===== config.mk =====
export PLATFORM = sky130hd
export DESIGN_NAME = bounce_trajectory_predictor
export DESIGN_NICKNAME = d
export VERILOG_FILES = /design/src/rtl/core/btp_pkg.sv /design/src/rtl/core/btp_arith.sv /design/src/rtl/core/btp_cordic.sv /design/src/rtl/core/bounce_trajectory_predictor.sv
export SDC_FILE = /design/constraint.sdc
export NUM_CORES = 2
export LEC_CHECK = 0
export CORE_UTILIZATION = 25
export CTS_CLUSTER_DIAMETER = 40
export CTS_CLUSTER_SIZE = 16
export DETAILED_ROUTE_END_ITERATION = 10
export DONT_BUFFER_PORTS = 1
export PLACE_DENSITY_LB_ADDON = 0.05
export SYNTH_ARGS = -nofsm -noshare
export SYNTH_HDL_FRONTEND = slang
export SYNTH_SLANG_ARGS = --single-unit

===== constraint.sdc =====
create_clock -name clock -period 8.8 [get_ports clock]
set_clock_uncertainty 0.05 [all_clocks]
set_input_delay 0.44 -clock clock [delete_from_list [all_inputs] [get_ports clock]]
set_output_delay 0.44 -clock clock [all_outputs]
set_load 0.01 [all_outputs]

===== src/rtl/core/btp_pkg.sv =====
package btp_pkg;

   localparam int MAX_BOUNCES  = 16;
   localparam int FRAC_BITS    = 10;
   localparam int CORDIC_STEPS = 16;

   // datapath widths
   localparam int CY_W = 43;
   localparam int DX_W = 62;
   localparam int AR_W = 64;
   localparam int SQ_W = 48;
   localparam int Z_W  = 35;
   localparam int CS_W = 18;
   localparam int B_W  = (16 + FRAC_BITS + 1 > 24) ? 16 + FRAC_BITS + 1 : 24;
   localparam int CNT_W = 7;
   localparam int ATAN_IDX_W = 5;
   localparam int BNC_W = 7;

   localparam logic [31:0] ATAN_Q30 [24] = '{
      32'd843314857, 32'd497837829, 32'd263043837, 32'd133525159, 32'd67021687,
      32'd33543516, 32'd16775851, 32'd8388437, 32'd4194283, 32'd2097149,
      32'd1048576, 32'd524288, 32'd262144, 32'd131072, 32'd65536, 32'd32768,
      32'd16384, 32'd8192, 32'd4096, 32'd2048, 32'd1024, 32'd512, 32'd256,
      32'd128
   };

   localparam logic signed [Z_W-1:0]  PI_Q30      = 35'sd3373259426;
   localparam logic signed [Z_W-1:0]  HALF_PI_Q30 = 35'sd1686629713;
   localparam logic signed [Z_W-1:0]  ONE_Q30     = 35'sd1073741824;
   localparam logic signed [Z_W-1:0]  ROUND_Q16   = 35'sd8192;
   localparam logic signed [15:0]     PI_Q13      = 16'sd25736;
   localparam logic [DX_W-1:0]        SEG_LIMIT   = 62'd4194304;
   localparam logic signed [DX_W-1:0] Y_CLAMP     = 62'sd1099511627776;
   localparam logic [20:0]            LEN_MAX     = 21'h1FFFFF;
   localparam logic [15:0]            FRAMES_MAX  = 16'hFFFF;
   localparam int                     FRAME_SCALE = 60 * 256;
   localparam logic [15:0]            LW_RESET    = 16'd1109;
   localparam logic [15:0]            RW_RESET    = 16'd25515;

   typedef enum logic [1:0] {
      OP_MUL,
      OP_DIV,
      OP_SQRT
   } arith_op_type;

   typedef enum logic [1:0] {
      STATUS_OK,
      STATUS_BOUNCE_LIMIT,
      STATUS_ZERO_SLOPE,
      STATUS_ZERO_SPEED
   } status_type;

   typedef enum logic [0:0] {
      CSR_LEFT_WALL,
      CSR_RIGHT_WALL
   } csr_index_type;

   typedef enum logic [3:0] {
      ST_IDLE,
      ST_CORDIC,
      ST_CROSS_MUL,
      ST_CROSS_DIV,
      ST_CROSS_CHK,
      ST_WALL_MUL,
      ST_WALL_DIV,
      ST_SEG_CHK,
      ST_SEG_MULX,
      ST_SEG_MULY,
      ST_SEG_SQRT,
      ST_WALL_UPD,
      ST_FRM_CHK,
      ST_FRM_MUL,
      ST_FRM_DIV,
      ST_RESP
   } fsm_state_type;

   typedef struct packed {
      logic            start;
      arith_op_type    op;
      logic [AR_W-1:0] a;
      logic [B_W-1:0]  b;
   } arith_cmd_type;

   typedef struct packed {
      logic            done;
      logic [AR_W-1:0] result;
   } arith_rsp_type;

   typedef struct packed {
      logic                   done;
      logic signed [CS_W-1:0] cos_val;
      logic signed [CS_W-1:0] sin_val;
   } cordic_rsp_type;

endpackage


===== src/rtl/core/btp_arith.sv =====
module btp_arith (
   input  logic                   clock,
   input  logic                   reset,
   input  btp_pkg::arith_cmd_type cmd,
   output btp_pkg::arith_rsp_type rsp
);

   logic                         busy_ff, busy_in;
   logic                         done_ff, done_in;
   btp_pkg::arith_op_type        op_ff, op_in;
   logic [btp_pkg::CNT_W-1:0]    cnt_ff, cnt_in;
   logic [btp_pkg::AR_W-1:0]     a_ff, a_in;
   logic [btp_pkg::B_W-1:0]      b_ff, b_in;
   logic [btp_pkg::AR_W-1:0]     acc_ff, acc_in;
   logic [btp_pkg::B_W:0]        rem_ff, rem_in;
   logic [btp_pkg::SQ_W-1:0]     bit_ff, bit_in;

   logic [btp_pkg::B_W:0]        rem_sh;
   logic [btp_pkg::SQ_W-1:0]     sq_t;

   assign rem_sh = {rem_ff[btp_pkg::B_W-1:0], a_ff[btp_pkg::AR_W-1]};
   assign sq_t   = acc_ff[btp_pkg::SQ_W-1:0] + bit_ff;

   always_comb begin
      busy_in = busy_ff;
      done_in = 1'b0;
      op_in   = op_ff;
      cnt_in  = cnt_ff;
      a_in    = a_ff;
      b_in    = b_ff;
      acc_in  = acc_ff;
      rem_in  = rem_ff;
      bit_in  = bit_ff;
      if (cmd.start) begin
         busy_in = 1'b1;
         op_in   = cmd.op;
         a_in    = cmd.a;
         b_in    = cmd.b;
         acc_in  = '0;
         rem_in  = '0;
         bit_in  = btp_pkg::SQ_W'(1) << (btp_pkg::SQ_W - 2);
         case (cmd.op)
            btp_pkg::OP_MUL:  cnt_in = btp_pkg::CNT_W'(btp_pkg::B_W - 1);
            btp_pkg::OP_DIV:  cnt_in = btp_pkg::CNT_W'(btp_pkg::AR_W - 1);
            btp_pkg::OP_SQRT: cnt_in = btp_pkg::CNT_W'(btp_pkg::SQ_W / 2 - 1);
            default:          cnt_in = '0;
         endcase
      end else if (busy_ff) begin
         case (op_ff)
            btp_pkg::OP_MUL: begin
               acc_in = {acc_ff[btp_pkg::AR_W-2:0], 1'b0} +
                        (b_ff[btp_pkg::B_W-1] ? a_ff : '0);
               b_in   = {b_ff[btp_pkg::B_W-2:0], 1'b0};
            end
            btp_pkg::OP_DIV: begin
               a_in = {a_ff[btp_pkg::AR_W-2:0], 1'b0};
               if (rem_sh >= {1'b0, b_ff}) begin
                  rem_in = rem_sh - {1'b0, b_ff};
                  acc_in = {acc_ff[btp_pkg::AR_W-2:0], 1'b1};
               end else begin
                  rem_in = rem_sh;
                  acc_in = {acc_ff[btp_pkg::AR_W-2:0], 1'b0};
               end
            end
            btp_pkg::OP_SQRT: begin
               bit_in = bit_ff >> 2;
               if (a_ff[btp_pkg::SQ_W-1:0] >= sq_t) begin
                  a_in   = {a_ff[btp_pkg::AR_W-1:btp_pkg::SQ_W],
                            a_ff[btp_pkg::SQ_W-1:0] - sq_t};
                  acc_in = btp_pkg::AR_W'((acc_ff[btp_pkg::SQ_W-1:0] >> 1) + bit_ff);
               end else begin
                  acc_in = acc_ff >> 1;
               end
            end
            default: acc_in = acc_ff;
         endcase
         if (cnt_ff == '0) begin
            busy_in = 1'b0;
            done_in = 1'b1;
         end else begin
            cnt_in = cnt_ff - 1'b1;
         end
      end
   end

   always_ff @(posedge clock) begin
      if (reset) begin
         busy_ff <= 1'b0;
         done_ff <= 1'b0;
      end else begin
         busy_ff <= busy_in;
         done_ff <= done_in;
      end
   end

   always_ff @(posedge clock) begin
      op_ff  <= op_in;
      cnt_ff <= cnt_in;
      a_ff   <= a_in;
      b_ff   <= b_in;
      acc_ff <= acc_in;
      rem_ff <= rem_in;
      bit_ff <= bit_in;
   end

   assign rsp.done   = done_ff;
   assign rsp.result = acc_ff;

endmodule


===== src/rtl/core/btp_cordic.sv =====
module btp_cordic (
   input  logic                    clock,
   input  logic                    reset,
   input  logic                    start,
   input  logic signed [15:0]      heading,
   output btp_pkg::cordic_rsp_type rsp
);

   logic                             busy_ff, busy_in;
   logic                             done_ff, done_in;
   logic                             flip_ff, flip_in;
   logic [btp_pkg::ATAN_IDX_W-1:0]   cnt_ff, cnt_in;
   logic signed [btp_pkg::Z_W-1:0]   x_ff, x_in;
   logic signed [btp_pkg::Z_W-1:0]   y_ff, y_in;
   logic signed [btp_pkg::Z_W-1:0]   z_ff, z_in;

   logic signed [btp_pkg::Z_W-1:0]   z0;
   logic signed [btp_pkg::Z_W-1:0]   xs;
   logic signed [btp_pkg::Z_W-1:0]   ys;
   logic signed [btp_pkg::Z_W-1:0]   atan_val;
   logic signed [btp_pkg::Z_W-1:0]   xr;
   logic signed [btp_pkg::Z_W-1:0]   yr;

   assign z0       = {{(btp_pkg::Z_W-33){heading[15]}}, heading, 17'b0};
   assign xs       = x_ff >>> cnt_ff;
   assign ys       = y_ff >>> cnt_ff;
   assign atan_val = $signed({3'b000, btp_pkg::ATAN_Q30[cnt_ff]});

   always_comb begin
      busy_in = busy_ff;
      done_in = 1'b0;
      flip_in = flip_ff;
      cnt_in  = cnt_ff;
      x_in    = x_ff;
      y_in    = y_ff;
      z_in    = z_ff;
      if (start) begin
         busy_in = 1'b1;
         cnt_in  = '0;
         x_in    = btp_pkg::ONE_Q30;
         y_in    = '0;
         if (z0 > btp_pkg::HALF_PI_Q30) begin
            z_in    = z0 - btp_pkg::PI_Q30;
            flip_in = 1'b1;
         end else if (z0 < -btp_pkg::HALF_PI_Q30) begin
            z_in    = z0 + btp_pkg::PI_Q30;
            flip_in = 1'b1;
         end else begin
            z_in    = z0;
            flip_in = 1'b0;
         end
      end else if (busy_ff) begin
         if (!z_ff[btp_pkg::Z_W-1]) begin
            x_in = x_ff - ys;
            y_in = y_ff + xs;
            z_in = z_ff - atan_val;
         end else begin
            x_in = x_ff + ys;
            y_in = y_ff - xs;
            z_in = z_ff + atan_val;
         end
         if (cnt_ff == btp_pkg::ATAN_IDX_W'(btp_pkg::CORDIC_STEPS - 1)) begin
            busy_in = 1'b0;
            done_in = 1'b1;
         end else begin
            cnt_in = cnt_ff + 1'b1;
         end
      end
   end

   always_ff @(posedge clock) begin
      if (reset) begin
         busy_ff <= 1'b0;
         done_ff <= 1'b0;
      end else begin
         busy_ff <= busy_in;
         done_ff <= done_in;
      end
   end

   always_ff @(posedge clock) begin
      flip_ff <= flip_in;
      cnt_ff  <= cnt_in;
      x_ff    <= x_in;
      y_ff    <= y_in;
      z_ff    <= z_in;
   end

   // sign fold, then round half up to q16
   assign xr = (flip_ff ? -x_ff : x_ff) + btp_pkg::ROUND_Q16;
   assign yr = (flip_ff ? -y_ff : y_ff) + btp_pkg::ROUND_Q16;

   assign rsp.done    = done_ff;
   assign rsp.cos_val = xr[31:14];
   assign rsp.sin_val = yr[31:14];

endmodule


===== src/rtl/core/bounce_trajectory_predictor.sv =====
// Bounce trajectory predictor.
// Request channel (req_*): heading, target line, start position and speed, one
// transfer per prediction. Response channel (rsp_*): crossing x, path length,
// travel frames, bounce count and status, one transfer per request.
// csr_*: left and right wall positions; the user must write them only while the
// block is idle, as the block itself does not enforce it. Sequence: CORDIC for the
// heading, then one pass per wall bounce, then the final crossing segment and the
// frame count.
// One request is worked on at a time; req_ready is high only when idle.
// Every multiply, divide and square root runs on one shared bit-serial unit.
// The response is held in registers with rsp_valid high until rsp_ready;
// a stalled receiver holds the block in that state and no new request is taken.
// Reset returns the sequencer to idle, drops rsp_valid and restores the wall
// registers to their default positions.
module bounce_trajectory_predictor (
   input  logic               clock,
   input  logic               reset,
   input  logic               req_valid,
   output logic               req_ready,
   input  logic signed [15:0] req_heading,
   input  logic signed [16:0] req_target_line,
   input  logic signed [16:0] req_start_x,
   input  logic signed [16:0] req_start_y,
   input  logic [15:0]        req_speed,
   output logic               rsp_valid,
   input  logic               rsp_ready,
   output logic signed [16:0] rsp_predicted_x,
   output logic [20:0]        rsp_path_length,
   output logic [15:0]        rsp_travel_frames,
   output logic [6:0]         rsp_bounce_count,
   output logic [1:0]         rsp_status,
   input  logic               csr_write_en,
   input  logic [0:0]         csr_index,
   input  logic [15:0]        csr_write_data
);

   localparam int CY_W = btp_pkg::CY_W;
   localparam int DX_W = btp_pkg::DX_W;
   localparam int AR_W = btp_pkg::AR_W;
   localparam int B_W  = btp_pkg::B_W;
   localparam int CS_W = btp_pkg::CS_W;
   localparam int FB   = btp_pkg::FRAC_BITS;

   btp_pkg::fsm_state_type     state_ff, state_in;
   logic                       pend_ff, pend_in;
   logic [15:0]                lw_ff, lw_in;
   logic [15:0]                rw_ff, rw_in;
   logic signed [15:0]         head_ff, head_in;
   logic signed [16:0]         ty_ff, ty_in;
   logic signed [16:0]         cx_ff, cx_in;
   logic signed [CY_W-1:0]     cy_ff, cy_in;
   logic [15:0]                speed_ff, speed_in;
   logic signed [CS_W-1:0]     c_ff, c_in;
   logic signed [CS_W-1:0]     s_ff, s_in;
   logic signed [DX_W-1:0]     seg_x_ff, seg_x_in;
   logic signed [DX_W-1:0]     seg_y_ff, seg_y_in;
   logic [AR_W-1:0]            prod_ff, prod_in;
   logic                       neg_ff, neg_in;
   logic                       cross_ff, cross_in;
   logic [15:0]                wall_ff, wall_in;
   logic [16:0]                nx_ff, nx_in;
   logic [20:0]                len_ff, len_in;
   logic [15:0]                frames_ff, frames_in;
   logic [btp_pkg::BNC_W-1:0]  bounces_ff, bounces_in;
   btp_pkg::status_type        status_ff, status_in;

   btp_pkg::arith_cmd_type     arith_cmd;
   btp_pkg::arith_rsp_type     arith_rsp;
   logic                       cordic_start;
   btp_pkg::cordic_rsp_type    cordic_rsp;

   logic signed [CY_W-1:0]     ty_ext;
   logic signed [CY_W-1:0]     dy;
   logic [CY_W-1:0]            dy_mag;
   logic [CS_W-1:0]            c_abs;
   logic [CS_W-1:0]            s_abs;
   logic signed [DX_W-1:0]     cx_ext;
   logic signed [DX_W-1:0]     cy_ext;
   logic signed [DX_W-1:0]     nx;
   logic signed [DX_W-1:0]     lw_ext;
   logic signed [DX_W-1:0]     rw_ext;
   logic [15:0]                wall_sel;
   logic signed [DX_W-1:0]     wall_dx;
   logic [DX_W-1:0]            sx_abs;
   logic [DX_W-1:0]            sy_abs;
   logic                       seg_big;
   logic signed [DX_W-1:0]     cy_sum;
   logic signed [DX_W-1:0]     cy_clamped;
   logic [AR_W-1:0]            q_val;
   logic [24:0]                len_sum;
   logic [AR_W-1:0]            sq_sum;
   logic [15+FB:0]             spd_den;
   logic [14+FB:0]             spd_half;
   logic                       zero_slope;

   btp_cordic u_cordic (
      .clock   (clock),
      .reset   (reset),
      .start   (cordic_start),
      .heading (head_ff),
      .rsp     (cordic_rsp)
   );

   btp_arith u_arith (
      .clock (clock),
      .reset (reset),
      .cmd   (arith_cmd),
      .rsp   (arith_rsp)
   );

   assign ty_ext   = {{(CY_W-17){ty_ff[16]}}, ty_ff};
   assign dy       = ty_ext - cy_ff;
   assign dy_mag   = dy[CY_W-1] ? -dy : dy;
   assign c_abs    = c_ff[CS_W-1] ? -c_ff : c_ff;
   assign s_abs    = s_ff[CS_W-1] ? -s_ff : s_ff;
   assign cx_ext   = {{(DX_W-17){cx_ff[16]}}, cx_ff};
   assign cy_ext   = {{(DX_W-CY_W){cy_ff[CY_W-1]}}, cy_ff};
   assign nx       = seg_x_ff + cx_ext;
   assign lw_ext   = $signed({{(DX_W-16){1'b0}}, lw_ff});
   assign rw_ext   = $signed({{(DX_W-16){1'b0}}, rw_ff});
   assign wall_sel = (nx < lw_ext) ? lw_ff : rw_ff;
   assign wall_dx  = $signed({{(DX_W-16){1'b0}}, wall_sel}) - cx_ext;
   assign sx_abs   = seg_x_ff[DX_W-1] ? -seg_x_ff : seg_x_ff;
   assign sy_abs   = seg_y_ff[DX_W-1] ? -seg_y_ff : seg_y_ff;
   assign seg_big  = (sx_abs > btp_pkg::SEG_LIMIT) || (sy_abs > btp_pkg::SEG_LIMIT);
   assign cy_sum   = seg_y_ff + cy_ext;
   assign q_val    = neg_ff ? -arith_rsp.result : arith_rsp.result;
   assign len_sum  = {4'b0, len_ff} + arith_rsp.result[24:0];
   assign sq_sum   = prod_ff + arith_rsp.result;
   assign spd_den  = {speed_ff, {FB{1'b0}}};
   assign spd_half = {speed_ff, {(FB-1){1'b0}}};
   assign zero_slope = (head_ff == '0) || (head_ff == btp_pkg::PI_Q13) ||
                       (head_ff == -btp_pkg::PI_Q13) || (cordic_rsp.sin_val == '0);

   always_comb begin
      if (cy_sum > btp_pkg::Y_CLAMP) begin
         cy_clamped = btp_pkg::Y_CLAMP;
      end else if (cy_sum < -btp_pkg::Y_CLAMP) begin
         cy_clamped = -btp_pkg::Y_CLAMP;
      end else begin
         cy_clamped = cy_sum;
      end
   end

   always_ff @(posedge clock) begin
      if (reset) begin
         state_ff <= btp_pkg::ST_IDLE;
         pend_ff  <= 1'b0;
         lw_ff    <= btp_pkg::LW_RESET;
         rw_ff    <= btp_pkg::RW_RESET;
      end else begin
         state_ff <= state_in;
         pend_ff  <= pend_in;
         lw_ff    <= lw_in;
         rw_ff    <= rw_in;
      end
   end

   always_ff @(posedge clock) begin
      head_ff    <= head_in;
      ty_ff      <= ty_in;
      cx_ff      <= cx_in;
      cy_ff      <= cy_in;
      speed_ff   <= speed_in;
      c_ff       <= c_in;
      s_ff       <= s_in;
      seg_x_ff   <= seg_x_in;
      seg_y_ff   <= seg_y_in;
      prod_ff    <= prod_in;
      neg_ff     <= neg_in;
      cross_ff   <= cross_in;
      wall_ff    <= wall_in;
      nx_ff      <= nx_in;
      len_ff     <= len_in;
      frames_ff  <= frames_in;
      bounces_ff <= bounces_in;
      status_ff  <= status_in;
   end

   always_comb begin
      state_in     = state_ff;
      pend_in      = pend_ff;
      lw_in        = lw_ff;
      rw_in        = rw_ff;
      head_in      = head_ff;
      ty_in        = ty_ff;
      cx_in        = cx_ff;
      cy_in        = cy_ff;
      speed_in     = speed_ff;
      c_in         = c_ff;
      s_in         = s_ff;
      seg_x_in     = seg_x_ff;
      seg_y_in     = seg_y_ff;
      prod_in      = prod_ff;
      neg_in       = neg_ff;
      cross_in     = cross_ff;
      wall_in      = wall_ff;
      nx_in        = nx_ff;
      len_in       = len_ff;
      frames_in    = frames_ff;
      bounces_in   = bounces_ff;
      status_in    = status_ff;
      arith_cmd    = '0;
      cordic_start = 1'b0;
      req_ready    = 1'b0;
      rsp_valid    = 1'b0;

      if (csr_write_en) begin
         case (btp_pkg::csr_index_type'(csr_index))
            btp_pkg::CSR_LEFT_WALL:  lw_in = csr_write_data;
            btp_pkg::CSR_RIGHT_WALL: rw_in = csr_write_data;
            default:                 lw_in = lw_ff;
         endcase
      end

      case (state_ff)
         btp_pkg::ST_IDLE: begin
            req_ready = 1'b1;
            if (req_valid) begin
               head_in    = req_heading;
               ty_in      = req_target_line;
               cx_in      = req_start_x;
               cy_in      = {{(CY_W-17){req_start_y[16]}}, req_start_y};
               speed_in   = req_speed;
               len_in     = '0;
               nx_in      = '0;
               frames_in  = '0;
               bounces_in = '0;
               status_in  = btp_pkg::STATUS_OK;
               pend_in    = 1'b0;
               state_in   = btp_pkg::ST_CORDIC;
            end
         end
         btp_pkg::ST_CORDIC: begin
            if (!pend_ff) begin
               cordic_start = 1'b1;
               pend_in      = 1'b1;
            end else if (cordic_rsp.done) begin
               pend_in = 1'b0;
               c_in    = cordic_rsp.cos_val;
               s_in    = cordic_rsp.sin_val;
               if (zero_slope) begin
                  status_in = btp_pkg::STATUS_ZERO_SLOPE;
                  state_in  = btp_pkg::ST_RESP;
               end else begin
                  state_in  = btp_pkg::ST_CROSS_MUL;
               end
            end
         end
         btp_pkg::ST_CROSS_MUL: begin
            arith_cmd.op = btp_pkg::OP_MUL;
            arith_cmd.a  = AR_W'(dy_mag);
            arith_cmd.b  = B_W'(c_abs[CS_W-2:0]);
            if (!pend_ff) begin
               arith_cmd.start = 1'b1;
               pend_in  = 1'b1;
               neg_in   = dy[CY_W-1] ^ c_ff[CS_W-1] ^ s_ff[CS_W-1];
               seg_y_in = {{(DX_W-CY_W){dy[CY_W-1]}}, dy};
            end else if (arith_rsp.done) begin
               pend_in  = 1'b0;
               prod_in  = arith_rsp.result;
               state_in = btp_pkg::ST_CROSS_DIV;
            end
         end
         btp_pkg::ST_CROSS_DIV: begin
            arith_cmd.op = btp_pkg::OP_DIV;
            arith_cmd.a  = prod_ff + AR_W'(s_abs[CS_W-2:1]);
            arith_cmd.b  = B_W'(s_abs[CS_W-2:0]);
            if (!pend_ff) begin
               arith_cmd.start = 1'b1;
               pend_in = 1'b1;
            end else if (arith_rsp.done) begin
               pend_in  = 1'b0;
               seg_x_in = q_val[DX_W-1:0];
               state_in = btp_pkg::ST_CROSS_CHK;
            end
         end
         btp_pkg::ST_CROSS_CHK: begin
            if (nx >= lw_ext && nx <= rw_ext) begin
               nx_in    = nx[16:0];
               cross_in = 1'b1;
               state_in = btp_pkg::ST_SEG_CHK;
            end else if (bounces_ff >= btp_pkg::BNC_W'(btp_pkg::MAX_BOUNCES) ||
                         c_ff == '0) begin
               status_in = btp_pkg::STATUS_BOUNCE_LIMIT;
               nx_in     = '0;
               len_in    = '0;
               frames_in = '0;
               state_in  = btp_pkg::ST_RESP;
            end else begin
               wall_in  = wall_sel;
               seg_x_in = wall_dx;
               state_in = btp_pkg::ST_WALL_MUL;
            end
         end
         btp_pkg::ST_WALL_MUL: begin
            arith_cmd.op = btp_pkg::OP_MUL;
            arith_cmd.a  = AR_W'(sx_abs);
            arith_cmd.b  = B_W'(s_abs[CS_W-2:0]);
            if (!pend_ff) begin
               arith_cmd.start = 1'b1;
               pend_in = 1'b1;
               neg_in  = seg_x_ff[DX_W-1] ^ s_ff[CS_W-1] ^ c_ff[CS_W-1];
            end else if (arith_rsp.done) begin
               pend_in  = 1'b0;
               prod_in  = arith_rsp.result;
               state_in = btp_pkg::ST_WALL_DIV;
            end
         end
         btp_pkg::ST_WALL_DIV: begin
            arith_cmd.op = btp_pkg::OP_DIV;
            arith_cmd.a  = prod_ff + AR_W'(c_abs[CS_W-2:1]);
            arith_cmd.b  = B_W'(c_abs[CS_W-2:0]);
            if (!pend_ff) begin
               arith_cmd.start = 1'b1;
               pend_in = 1'b1;
            end else if (arith_rsp.done) begin
               pend_in  = 1'b0;
               seg_y_in = q_val[DX_W-1:0];
               cross_in = 1'b0;
               state_in = btp_pkg::ST_SEG_CHK;
            end
         end
         btp_pkg::ST_SEG_CHK: begin
            if (seg_big) begin
               len_in   = btp_pkg::LEN_MAX;
               state_in = cross_ff ? btp_pkg::ST_FRM_CHK : btp_pkg::ST_WALL_UPD;
            end else begin
               state_in = btp_pkg::ST_SEG_MULX;
            end
         end
         btp_pkg::ST_SEG_MULX: begin
            arith_cmd.op = btp_pkg::OP_MUL;
            arith_cmd.a  = AR_W'(sx_abs[22:0]);
            arith_cmd.b  = B_W'(sx_abs[22:0]);
            if (!pend_ff) begin
               arith_cmd.start = 1'b1;
               pend_in = 1'b1;
            end else if (arith_rsp.done) begin
               pend_in  = 1'b0;
               prod_in  = arith_rsp.result;
               state_in = btp_pkg::ST_SEG_MULY;
            end
         end
         btp_pkg::ST_SEG_MULY: begin
            arith_cmd.op = btp_pkg::OP_MUL;
            arith_cmd.a  = AR_W'(sy_abs[22:0]);
            arith_cmd.b  = B_W'(sy_abs[22:0]);
            if (!pend_ff) begin
               arith_cmd.start = 1'b1;
               pend_in = 1'b1;
            end else if (arith_rsp.done) begin
               pend_in  = 1'b0;
               prod_in  = sq_sum;
               state_in = btp_pkg::ST_SEG_SQRT;
            end
         end
         btp_pkg::ST_SEG_SQRT: begin
            arith_cmd.op = btp_pkg::OP_SQRT;
            arith_cmd.a  = prod_ff;
            if (!pend_ff) begin
               arith_cmd.start = 1'b1;
               pend_in = 1'b1;
            end else if (arith_rsp.done) begin
               pend_in  = 1'b0;
               len_in   = (len_sum > 25'(btp_pkg::LEN_MAX)) ? btp_pkg::LEN_MAX :
                          len_sum[20:0];
               state_in = cross_ff ? btp_pkg::ST_FRM_CHK : btp_pkg::ST_WALL_UPD;
            end
         end
         btp_pkg::ST_WALL_UPD: begin
            cy_in      = cy_clamped[CY_W-1:0];
            cx_in      = $signed({1'b0, wall_ff});
            c_in       = -c_ff;
            bounces_in = bounces_ff + 1'b1;
            state_in   = btp_pkg::ST_CROSS_MUL;
         end
         btp_pkg::ST_FRM_CHK: begin
            if (speed_ff == '0) begin
               status_in = btp_pkg::STATUS_ZERO_SPEED;
               frames_in = btp_pkg::FRAMES_MAX;
               state_in  = btp_pkg::ST_RESP;
            end else begin
               state_in  = btp_pkg::ST_FRM_MUL;
            end
         end
         btp_pkg::ST_FRM_MUL: begin
            arith_cmd.op = btp_pkg::OP_MUL;
            arith_cmd.a  = AR_W'(len_ff);
            arith_cmd.b  = B_W'(btp_pkg::FRAME_SCALE);
            if (!pend_ff) begin
               arith_cmd.start = 1'b1;
               pend_in = 1'b1;
            end else if (arith_rsp.done) begin
               pend_in  = 1'b0;
               prod_in  = arith_rsp.result;
               state_in = btp_pkg::ST_FRM_DIV;
            end
         end
         btp_pkg::ST_FRM_DIV: begin
            arith_cmd.op = btp_pkg::OP_DIV;
            arith_cmd.a  = prod_ff + AR_W'(spd_half);
            arith_cmd.b  = B_W'(spd_den);
            if (!pend_ff) begin
               arith_cmd.start = 1'b1;
               pend_in = 1'b1;
            end else if (arith_rsp.done) begin
               pend_in   = 1'b0;
               frames_in = (|arith_rsp.result[AR_W-1:16]) ? btp_pkg::FRAMES_MAX :
                           arith_rsp.result[15:0];
               status_in = btp_pkg::STATUS_OK;
               state_in  = btp_pkg::ST_RESP;
            end
         end
         btp_pkg::ST_RESP: begin
            rsp_valid = 1'b1;
            if (rsp_ready) begin
               state_in = btp_pkg::ST_IDLE;
            end
         end
         default: state_in = btp_pkg::ST_IDLE;
      endcase
   end

   assign rsp_predicted_x   = $signed(nx_ff);
   assign rsp_path_length   = len_ff;
   assign rsp_travel_frames = frames_ff;
   assign rsp_bounce_count  = bounces_ff;
   assign rsp_status        = status_ff;

endmodule

==> qor.yml <==
syn_area_per_cell_um2: 7.97
hold_end: "head_ff[10]"
p_leak_nw: 38.6
finalMaxSlewViolations: 0
synthDominantCellAreaShare_pct: 19.4
grt_use_total_pct: 23.8
worstMarginPinSlew_ns: 1.36
io_pins: 170
rsz0062_at_grt: "false"
p_comb_share_pct: 61.1
synth.area.top_cells: "edfxtp_1, ha_1, a21oi_1, dfxtp_1, nand2_1"
rr_startpoint: "cx_ff[16]"
reg2reg_slack_ns: 0.32
met3_usage_pct: 2.76
via_per_inst: 5.50
synth_largest_area_cell: "edfxtp_1"
top_usage_layer: "met2"
cp-start-kind: "flop"
grt_pass1_wl_um: 603000
synthXorXnorAreaFrac_pct: 9.85
final.setup.worst_slack_ns: 0.322
path_max_fanout: 45
fin_util_pct: 29.7
whs_ns: 0.0702
setup_violations: 0
place_ws_ns: -0.191
ant_nets: 0
wl_per_cell_um: 27.3
wl_um: 421000
path_buf_inv: 6
clock.fmax_ghz: 0.118
hold_path.class: "in -> reg"
max_stage_delay_ns: 0.54
gp_congestion: 0.907
synthSimpleGateAreaFrac_pct: 20.3
die_h_um: 585
clockBufferDepth: 4
cts-root-buf: "clkbuf_16"
max-slew-margin-rel_pct: 8.74
die_width_um: 585
cts_buffers: 230
grt_pass1_vias: 82522
swShare_pct: 48.8
initial_core_util_pct: 25.2
power.switching_mw: 19.9
synthMuxAreaShare_pct: 5.00
hpwl_um: 337000
r2r-end: "seg_x_ff[31]"
cp_data_arrival_time_ns: 9.14
synthDistinctLibCells: 120
initialDrtViolationCount: 6674
reg2reg_depth: 33
core-area_um2: 338000
synth_top_family_by_area: "compound AO/OA/AOI/OAI gates"
powerDensity_nw_per_um2: 407
cts_tree: "yes"
syn-num-nets: 11439
worstHoldPathCells: 1
grt_util_met2_pct: 40.3
fin_crit_ns: 8.48
hold_viol: 0
ys_ff_latch: 781
run_status: "finished clean"
p_clk_share_pct: 22.0
p_int_mw: 20.9
yosysSeqAreaShare_pct: 24.9
max-cap-violations: 0
synth_compound_area_share_pct: 25.6
vdd_drop_max_uv: 279
antenna_found_initial: 30
die_area_um2: 343000
fp-row-count: 213
nets: 11453
ys_warn_count: 0
finalCritPeriodShare_pct: 96.3
synth_area_um2: 85100
ys.flop_type: "edfxtp_1"
synth_edf_count: 550
endpoint_kind: "flop"
portBuffers: 0
synthAdderAreaFrac_pct: 9.92
cp.required_ns: 9.46
crit_path_top_delay_cell: "edfxtp_1"
vias: 84608
dr.pass1.iters: 6
met1_usage_pct: 31.1
grt_overflow: 0
holdCritStartpoint: "req_heading[10]"
synthArstFlopShare_pct: 0
grt_max_degree: 70
timing.critical_path.mode_cell: "buf_4"
clock_latency_ns: 0.95
path_clk_slew_ns: 0.05
drc: 0
drive_above_1_share_pct: 8.83
seq_power_share_pct: 16.9
path_class: "reg -> reg"
syn_inst: 10669
startpoint: "cx_ff[16]"
htree_num_levels: 4
cp_top_family: "compound AO/OA/AOI/OAI gates"
area_growth_pct: 17.8
clkSinkCount: 781
## sequential cells by signal (all words and copies together) (netlist names), 24 cells and up
name / count
u_arith.bit_ff: 24
seg_x_ff: 62
u_cordic.y_ff: 35
prod_ff: 64
u_arith.b_ff: 27
u_arith.a_ff: 64
u_cordic.x_ff: 35
u_arith.acc_ff: 64
seg_y_ff: 62
u_arith.rem_ff: 27
cy_ff: 43
u_cordic.z_ff: 35
## routing by layer
layer  vias to the layer above  routed length (um)  share of wire, %
met1                     41856              186000                44
met3                       535               19600               4.7
met5                         -                  12            0.0029
met2                      2357              199000                47
li1                      39858                   -                 -
met4                         2               16100               3.8
## timing repair
| item | 4_1_cts | 5_1_grt |
|---|---|---|
| setup buffers | 2 | 0 |
| hold buffers | 134 | 0 |
| endpoints found under the hold margin | 126 | 0 |
| resized for setup | 5 | 25 |
| setup endpoints to repair | 46 | 49 |
## cell families after synthesis
kind of cell,after synthesis
muxes,304
and+or+nand+nor,3570
buffers and inverters,987
AOI/OAI and AO/OA,3404
adders and majority gates,666
DFF,781
other,1
xor gates and xnor gates,956
## synthesized netlist by cell type (31+ instances only)
cell type and count:
xnor2_1 497, o21a_1 98, nand2b_1 101, or3_1 130
nor3_1 202, o211ai_1 69, or2_2 52, edfxtp_1 550
buf_1 48, inv_1 380, nor2b_1 108, a21boi_0 31
a21oi_1 939, xor2_1 458, nand4_1 176, and4_1 46
o31ai_1 106, o41ai_1 44, nand3b_1 31, a211o_1 37
ha_1 651, o21ai_0 840, clkbuf_1 505, o22ai_1 98
a211oi_1 112, a31oi_1 146, and2_1 138, nand3_1 255
buf_2 34, dfxtp_1 231, mux4_2 94, a221oi_1 62
or4_1 48, and3_1 102, o21bai_1 78, nor2_1 828
a21o_1 287, a2111oi_0 31, o2111ai_1 31, a31o_2 31
mux2i_1 180, nor4_1 90, nand2_1 1166
## cell usage in the layout (no fill, tap or decap), drive strengths merged, types with 51 or more instances in the layout
master and instances:
a211oi 115, or4 51, o21ai 857, xnor2 498
clkinv 83, inv 388, o31ai 107, nor2 829
ha 651, and3 102, a31oi 147, edfxtp 550
o22ai 98, dlygate4sd3 133, nor4 99, clkbuf 282
or2 55, a21oi 947, nor2b 108, mux4 94
nand3 255, or3 131, a221oi 64, xor2 458
o211ai 69, dfxtp 231, nand2 1167, o21bai 78
a21o 288, nor3 205, o21a 98, and2 142
mux2i 180, buf 246, nand4 176, nand2b 101
## area by class of cell
cell class | count | area [um2]
diodes | 6 | 15.0
clock buffers | 282 | 6160
clock inverters | 142 | 2010
fillers | 36301 | 237000
inverters | 390 | 1470
multi-input cells | 8901 | 60500
flip-flops and latches | 781 | 21200
well taps | 4515 | 5650
repair buffers | 379 | 3250
## worst max path at each step
stage | to | slack (ns) | depth (start not counted)
floorplan | u_arith.a_ff[0] | 0.76 | 24
global placement | seg_x_ff[43] | -0.29 | 33
detailed placement | seg_x_ff[56] | -0.19 | 33
CTS | seg_x_ff[31] | 0.11 | 33
global route | seg_x_ff[61] | 0.02 | 35
finish | seg_x_ff[31] | 0.32 | 33
## through the flow
| stage | cells | setup TNS (ns) | area, um2 | power, mW |
|---|---|---|---|---|
| 2_1_floorplan | 10669 | 0 | 85100 | 23.6 |
| 3_3_place_gp | 14830 | -12.76 | 90500 | 31.9 |
| 3_5_place_dp | 14830 | -7.17 | 90500 | 31.8 |
| 4_1_cts | 15390 | 0 | 100000 | 41.2 |
| 5_1_grt | 15391 | 0 | 100000 | 43.8 |
| 6_report | 15396 | 0 | 100000 | 40.8 |
## power by group through the flow
stage	Combinational (mW)	Clock, mW	Sequential (mW)
after floorplan	17.5	0	6.09
after global placement	24.9	0	7.01
after detailed placement	24.8	0	7.01
after CTS	25.1	9.17	6.96
after global routing	27.4	9.33	7.01
final	24.9	8.98	6.90
(Power assumes the default switching activity.)
